===== config.mk =====
export PLATFORM = sky130hd
export DESIGN_NAME = rcd_frame_update
export DESIGN_NICKNAME = d
export VERILOG_FILES = /design/src/rtl/core/rcd_pkg.sv /design/src/rtl/core/rcd_frame_update.sv
export SDC_FILE = /design/constraint.sdc
export NUM_CORES = 1
export LEC_CHECK = 0
export BUFFER_PORTS_ARGS = -buffer_cell sky130_fd_sc_hd__buf_4
export CAP_MARGIN = 20
export CORE_ASPECT_RATIO = 0.8
export CORE_UTILIZATION = 40
export DETAILED_ROUTE_END_ITERATION = 10
export GPL_TIMING_DRIVEN = 0
export SLEW_MARGIN = 15
export SYNTH_ARGS = -nofsm -noshare
export SYNTH_HDL_FRONTEND = slang
export SYNTH_SLANG_ARGS = --single-unit

===== constraint.sdc =====
create_clock -name i_clk -period 12.6 [get_ports i_clk]
set_input_delay 0.63 -clock i_clk [delete_from_list [all_inputs] [get_ports i_clk]]
set_output_delay 0.63 -clock i_clk [all_outputs]
set_load 0.02 [all_outputs]

===== src/rtl/core/rcd_pkg.sv =====
// Rolling counter display: shared widths, constants, payload structs, the
// counter step helper and constant-divide helpers. No dependencies.
package rcd_pkg;

    localparam int LEVEL_W      = 10;
    localparam int SCORE_W      = 20;
    localparam int FLASH_W      = 6;
    localparam int FRAME_W      = 5;
    localparam int DIGIT_W      = 4;
    localparam int CFG_DATA_W   = 10;
    localparam int DIGIT_STAGES = 5;

    localparam logic [LEVEL_W-1:0] LEVEL_MAX    = 10'd999;
    localparam logic [SCORE_W-1:0] SCORE_MAX    = 20'd999999;
    localparam logic [LEVEL_W-1:0] THRESH_RESET = 10'd25;
    localparam logic [FLASH_W-1:0] FLASH_RESET  = 6'd40;

    // n / 6 as (n * ceil(2^24 / 6)) >> 24, exact for n < 2^23
    localparam logic [21:0] DIV6_MUL    = 22'd2796203;
    localparam int          DIV6_SHIFT  = 24;
    // n / 10 as (n * ceil(2^23 / 10)) >> 23, exact for n < 2^22
    localparam logic [19:0] DIV10_MUL   = 20'd838861;
    localparam int          DIV10_SHIFT = 23;
    // n / 10 as (n * 205) >> 11, exact for n < 1029
    localparam logic [7:0]  LDIV10_MUL   = 8'd205;
    localparam int          LDIV10_SHIFT = 11;

    typedef enum logic [0:0] {
        CFG_LOW_LEVEL = 1'b0,
        CFG_FLASH_LEN = 1'b1
    } t_cfg_idx;

    typedef struct packed {
        logic [LEVEL_W-1:0] level;
        logic [SCORE_W-1:0] score;
        logic               vis;
        logic               lredraw;
        logic               sredraw;
    } t_frame;

    typedef struct packed {
        logic [LEVEL_W-1:0]                   lvl_rem;
        logic [SCORE_W-1:0]                   scr_rem;
        logic [DIGIT_STAGES-1:0][DIGIT_W-1:0] lvl_dig;
        logic [DIGIT_STAGES-1:0][DIGIT_W-1:0] scr_dig;
        logic                                 vis;
        logic                                 lredraw;
        logic                                 sredraw;
    } t_digits;

    function automatic logic [SCORE_W-1:0] move_toward(input logic [SCORE_W-1:0] cur,
                                                       input logic [SCORE_W-1:0] goal);
        logic signed [SCORE_W:0] diff;
        logic [SCORE_W-1:0]      mag;
        logic [41:0]             prod;
        logic [SCORE_W-1:0]      step;
        diff = $signed({1'b0, goal}) - $signed({1'b0, cur});
        mag  = diff[SCORE_W] ? SCORE_W'(-diff) : diff[SCORE_W-1:0];
        prod = {22'd0, mag} * {20'd0, DIV6_MUL};
        step = SCORE_W'(prod >> DIV6_SHIFT);
        if (step == '0) begin
            step = SCORE_W'(1);
        end
        if (diff == '0) begin
            move_toward = cur;
        end else if (diff[SCORE_W]) begin
            move_toward = cur - step;
        end else begin
            move_toward = cur + step;
        end
    endfunction

    function automatic logic [SCORE_W-1:0] div10(input logic [SCORE_W-1:0] n);
        logic [39:0] prod;
        prod  = {20'd0, n} * {20'd0, DIV10_MUL};
        div10 = SCORE_W'(prod >> DIV10_SHIFT);
    endfunction

    function automatic logic [LEVEL_W-1:0] ldiv10(input logic [LEVEL_W-1:0] n);
        logic [17:0] prod;
        prod   = {8'd0, n} * {10'd0, LDIV10_MUL};
        ldiv10 = LEVEL_W'(prod >> LDIV10_SHIFT);
    endfunction

endpackage


===== src/rtl/core/rcd_frame_update.sv =====
// Rolling counter display: input register, per-frame counter state and
// blink logic, frame result register. Depends on rcd_pkg.
module rcd_frame_update (
    input  logic                           i_clk,
    input  logic                           i_rst_n,
    input  logic                           i_cfg_we,
    input  rcd_pkg::t_cfg_idx              i_cfg_idx,
    input  logic [rcd_pkg::CFG_DATA_W-1:0] i_cfg_data,
    input  logic                           i_valid,
    output logic                           o_ready,
    input  logic signed [15:0]             i_level_raw,
    input  logic signed [23:0]             i_score_raw,
    input  logic                           i_restart,
    output logic                           o_valid,
    output rcd_pkg::t_frame                o_frame,
    input  logic                           i_ready
);
    import rcd_pkg::*;

    logic [LEVEL_W-1:0] r_thresh;
    logic [FLASH_W-1:0] r_flash_len;

    logic               r_a_valid;
    logic [LEVEL_W-1:0] r_a_level;
    logic [SCORE_W-1:0] r_a_score;
    logic               r_a_restart;

    logic               r_b_valid;
    t_frame             r_b_frame;

    logic [LEVEL_W-1:0] r_level_shown;
    logic [LEVEL_W-1:0] r_level_target;
    logic [SCORE_W-1:0] r_score_shown;
    logic [FLASH_W-1:0] r_flash_count;
    logic [FRAME_W-1:0] r_frame_count;
    logic               r_loaded;

    logic [LEVEL_W-1:0] lvl_clamp;
    logic [SCORE_W-1:0] scr_clamp;
    logic               a_ready;
    logic               a_move;
    logic               eff_loaded;
    logic               drop;
    logic [FLASH_W-1:0] flash_base;
    logic [FLASH_W-1:0] flash_set;
    logic [FLASH_W-1:0] n_flash_count;
    logic [FRAME_W-1:0] n_frame_count;
    logic [LEVEL_W-1:0] lvl_mv;
    logic [SCORE_W-1:0] scr_mv;
    logic [LEVEL_W-1:0] n_level_shown;
    logic [SCORE_W-1:0] n_score_shown;
    t_frame             n_b_frame;

    always_comb begin
        if (i_level_raw[15]) begin
            lvl_clamp = '0;
        end else if ($unsigned(i_level_raw) > 16'(LEVEL_MAX)) begin
            lvl_clamp = LEVEL_MAX;
        end else begin
            lvl_clamp = i_level_raw[LEVEL_W-1:0];
        end
        if (i_score_raw[23]) begin
            scr_clamp = '0;
        end else if ($unsigned(i_score_raw) > 24'(SCORE_MAX)) begin
            scr_clamp = SCORE_MAX;
        end else begin
            scr_clamp = i_score_raw[SCORE_W-1:0];
        end
    end

    assign a_ready = !r_b_valid || i_ready;
    assign o_ready = !r_a_valid || a_ready;
    assign a_move  = r_a_valid && a_ready;

    always_comb begin
        eff_loaded    = r_loaded && !r_a_restart;
        flash_base    = r_a_restart ? '0 : r_flash_count;
        n_frame_count = r_frame_count + FRAME_W'(1);
        drop          = eff_loaded && (r_a_level < r_level_target);
        flash_set     = drop ? r_flash_len : flash_base;
        n_flash_count = (flash_set != '0) ? flash_set - FLASH_W'(1) : '0;

        lvl_mv = LEVEL_W'(move_toward(SCORE_W'(r_level_shown), SCORE_W'(r_a_level)));
        scr_mv = move_toward(r_score_shown, r_a_score);
        n_level_shown = eff_loaded ? lvl_mv : r_a_level;
        n_score_shown = eff_loaded ? scr_mv : r_a_score;

        n_b_frame.level   = n_level_shown;
        n_b_frame.score   = n_score_shown;
        n_b_frame.lredraw = !eff_loaded || (lvl_mv != r_level_shown);
        n_b_frame.sredraw = !eff_loaded || (scr_mv != r_score_shown);
        if (flash_set != '0) begin
            n_b_frame.vis = !n_flash_count[1];
        end else if (r_a_level != '0 && r_a_level <= r_thresh) begin
            n_b_frame.vis = !n_frame_count[FRAME_W-1];
        end else begin
            n_b_frame.vis = 1'b1;
        end
    end

    always_ff @(posedge i_clk) begin
        if (!i_rst_n) begin
            r_thresh       <= THRESH_RESET;
            r_flash_len    <= FLASH_RESET;
            r_a_valid      <= 1'b0;
            r_b_valid      <= 1'b0;
            r_level_shown  <= '0;
            r_level_target <= '0;
            r_score_shown  <= '0;
            r_flash_count  <= '0;
            r_frame_count  <= '0;
            r_loaded       <= 1'b0;
        end else begin
            if (i_cfg_we) begin
                unique case (i_cfg_idx)
                    CFG_LOW_LEVEL: r_thresh    <= i_cfg_data[LEVEL_W-1:0];
                    CFG_FLASH_LEN: r_flash_len <= i_cfg_data[FLASH_W-1:0];
                    default: ;
                endcase
            end
            if (o_ready) begin
                r_a_valid <= i_valid;
            end
            if (a_ready) begin
                r_b_valid <= r_a_valid;
            end
            if (a_move) begin
                r_level_shown  <= n_level_shown;
                r_level_target <= r_a_level;
                r_score_shown  <= n_score_shown;
                r_flash_count  <= n_flash_count;
                r_frame_count  <= n_frame_count;
                r_loaded       <= 1'b1;
            end
        end
    end

    always_ff @(posedge i_clk) begin
        if (o_ready && i_valid) begin
            r_a_level   <= lvl_clamp;
            r_a_score   <= scr_clamp;
            r_a_restart <= i_restart;
        end
        if (a_move) begin
            r_b_frame <= n_b_frame;
        end
    end

    assign o_valid = r_b_valid;
    assign o_frame = r_b_frame;

endmodule


==> flow_summary.rst <==
.. list-table::
   :header-rows: 1

   * - Metric
     - Value
   * - Status
     - finished, violations left
   * - Failing checks
     - negative setup slack
   * - Final hold viol count
     - 0
   * - Final Cycle Share
     - 105%
   * - Slew headroom
     - 35.4%
   * - Most frequently used cell type in the post-synthesis netlist
     - inv_1
   * - Pin count of the biggest net entering global routing
     - 32
   * - Clock tree sinks
     - 134
   * - Drc violations
     - 0
   * - Post-DRT Antenna Nets
     - 0
   * - I/O Buffers
     - 88
   * - Largest incremental delay on the critical path
     - 0.57 ns
   * - Count of cells along the worst register-to-register path
     - 57
   * - Initial antenna violation count
     - 1
   * - Area leader, netlist
     - ha_1
   * - Number of flops mapped to enable cells by yosys
     - 64
   * - Die boundary width
     - 279 µm
   * - Count of max-cap constraint violations
     - 0
   * - Yosys warns
     - 0
   * - Total number of placement rows
     - 80
   * - Post-synth design cell area
     - 24500 µm²
   * - Syn-to-layout area delta
     - 23.7%
   * - Highest Clock Rate
     - 75.3 MHz
   * - Cell at the slowest stage of the critical path
     - fa_1
   * - Latest clock arrival within the worst-skew pair
     - 0.43 ns
   * - Final weighted congestion in routability-driven placement
     - 0.925
   * - Final setup violation count
     - 14
   * - Worst clock skew
     - 0.0174 ns
   * - DRT Pass-1 Iters
     - 6
   * - Unrepaired setup endpoints after global routing
     - true
   * - Hold-critical path endpoint
     - r_a_restart$_DFFE_PP_
   * - Area of the die
     - 62200 µm²
   * - Max-slew violation count
     - 0
   * - Number of buffers created by CTS
     - 17
   * - Total of flip-flops plus latches after synthesis
     - 134
   * - # nets final
     - 3852
   * - Avg Inst Size Synth
     - 8.58 µm²
   * - Type of the setup path with the least slack
     - reg2reg
   * - Top area cells in the synthesized netlist
     - ha_1, fa_1, edfxtp_1
   * - Sequential fraction of the synthesis area
     - 13.6%
   * - Cell at the root of the clock tree
     - clkbuf_16
   * - Portion of synthesized cell area occupied by the leading cell type
     - 20.9%
   * - Core Box Area
     - 60100 µm²
   * - Critical Path Start Type
     - flip-flop
   * - End of the worst register-to-register path
     - o_frame[0]$_DFFE_PP_
   * - Number of cells traversed by the worst hold path
     - 1
   * - GRT Overall Usage
     - 23.5%
   * - Timing startpoint of the critical path
     - r_a_score[1]$_SDFFCE_PP0P_
   * - Number of primary I/O pins
     - 92
   * - Worst Path Required
     - 12.76 ns
   * - Effective utilization at floorplan
     - 40.7%
   * - Total wirelength of the detailed-routed design
     - 73500 µm
   * - Critical Path Sink Type
     - flip-flop
   * - Final sum of negative setup slack
     - -5.37 ns
   * - Hold path startpoint
     - i_restart
   * - CTS HTree Levels
     - 4
   * - Number of global-route vias before repair
     - 21600
   * - Signal arrival time at the worst endpoint
     - 13.44 ns
   * - Cells after Synth
     - 2853
   * - Hold Path Class
     - in2reg
   * - Count of antenna diodes in the layout
     - 0
   * - Fraction of final layout cells sized beyond drive strength 1
     - 20.6%
   * - PnR worst setup slack
     - -0.682 ns
   * - Clock-pin slew on the worst setup and hold paths
     - 0.07 ns
   * - Clock tree from TritonCTS
     - built
   * - Clock Tree Buf Depth
     - 2
   * - Critical R2R Launch
     - r_a_score[1]$_SDFFCE_PP0P_
   * - HPWL after detailed placement
     - 59200 µm
   * - Dominant register cell in the synthesized netlist
     - dfxtp_1
   * - Most common library cells after synthesis
     - inv_1, ha_1, fa_1
   * - Vias per cell
     - 5.51
   * - Wire length of the first global-routing pass
     - 117000 µm
   * - Mean routed wirelength per cell
     - 18.7 µm
   * - Reg-to-reg slack, setup
     - -0.68 ns
   * - Min cycle time layout
     - 13.28 ns
   * - Die boundary height
     - 223 µm
   * - Slew @ Worst Pin
     - 0.965 ns
   * - Total number of vias
     - 21700
   * - Initial DRC Count
     - 1649
   * - Critical path peak fanout
     - 4
   * - Share of flip-flops with an asynchronous set or reset
     - 0%
   * - Count of cell types in the netlist
     - 96
   * - Overall overflow remaining after global route
     - 0
routing by layer:
metal	wire [µm]	GRT usage, %
met1	34800	34.2
met3	5420	4.42
met4	1210	4.29
met2	32100	36.3
met5	8	0
worst max path at each step:
stage	to	slack, ns	cells past startpoint
after floorplan	o_frame[22]$_DFFE_PP_	-0.001	56
after global placement	o_frame[0]$_DFFE_PP_	-2.80	53
after detailed placement	o_frame[0]$_DFFE_PP_	-2.98	53
after CTS	o_frame[0]$_DFFE_PP_	-0.45	53
after global routing	o_frame[0]$_DFFE_PP_	-1.10	57
final	o_frame[0]$_DFFE_PP_	-0.68	57
metrics by stage:
step	instance area (µm²)	utilization, %	setup WS [ns]	std cells	hold WS, ns
6_report	30300	50.4	-0.682	3943	0.380
5_1_grt	30300	50.4	-1.10	3943	0.369
4_1_cts	29100	48.4	-0.446	3894	0.369
3_5_place_dp	26400	43.9	-2.98	3755	0.447
3_3_place_gp	26300	43.8	-2.80	3754	0.442
2_1_floorplan	24700	-	-0.00108	2887	0.436
area by class of cell:
class	count	area [µm²]
Tap cell	779	975
Multi-Input combinational cell	2195	21300
Timing Repair Buffer	249	1920
Inverter	477	1790
Fill cell	5566	29800
Clock buffer	18	429
Clock inverter	14	200
Sequential cell	134	3330
Buffer	77	364
registers in the layout (all words and copies together), names as in the netlist:
signal          cells
o_frame            33
r_a_score          20
r_score_shown      20
r_a_level          10
r_level_shown      10
r_level_target     10
r_thresh           10
r_flash_count       6
r_flash_len         6
r_frame_count       5
o_valid             1
r_a_restart         1
r_a_valid           1
r_loaded            1
layout by cell type, fill, tap and decap left out, types with 39 or more instances in the layout:
cell,netlist,final
o21ai_0,110,83
a21o_1,49,49
fa_1,236,212
nand2_1,221,210
inv_1,476,458
buf_4,4,246
a21oi_1,180,150
nand4_1,42,42
dfxtp_1,70,68
clkbuf_1,58,49
ha_1,408,369
edfxtp_1,64,64
xor2_1,62,39
xnor2_1,82,61
nand3_1,78,74
nor2_1,158,144
timing repair:
action / in CTS / in global routing
pin swaps: 116 / 115
setup buffers: 109 / 53
resized for setup: 248 / 159
gates cloned: 0 / 0
setup endpoints to repair: 60 / 39
hold buffers: 0 / 0
worst max-delay path: cells and delay by family, from the launching register on:
family / cells / cell delay (ns)
compound gates: 19 / 3.76
xor+xnor: 3 / 0.53
fa+ha+maj: 11 / 4.35
buf+inv: 10 / 0.87
flops: 1 / 0.41
simple gates: 14 / 3.07
kinds of logic after synthesis:
| logic type | share of synthesized area, % |
|---|---|
| adder cells (fa/ha/maj) | 40.2 |
| AO/OA/AOI/OAI | 16.2 |
| buffers and inverters | 8.69 |
| other | 0.0307 |
| AND/OR/NAND/NOR | 14.8 |
| flip-flops | 13.6 |
| XOR/XNOR | 5.15 |
| multiplexers | 1.30 |
Power is not shown: default switching activity piles up to over one toggle a cycle in this logic, so the estimate is an artifact.
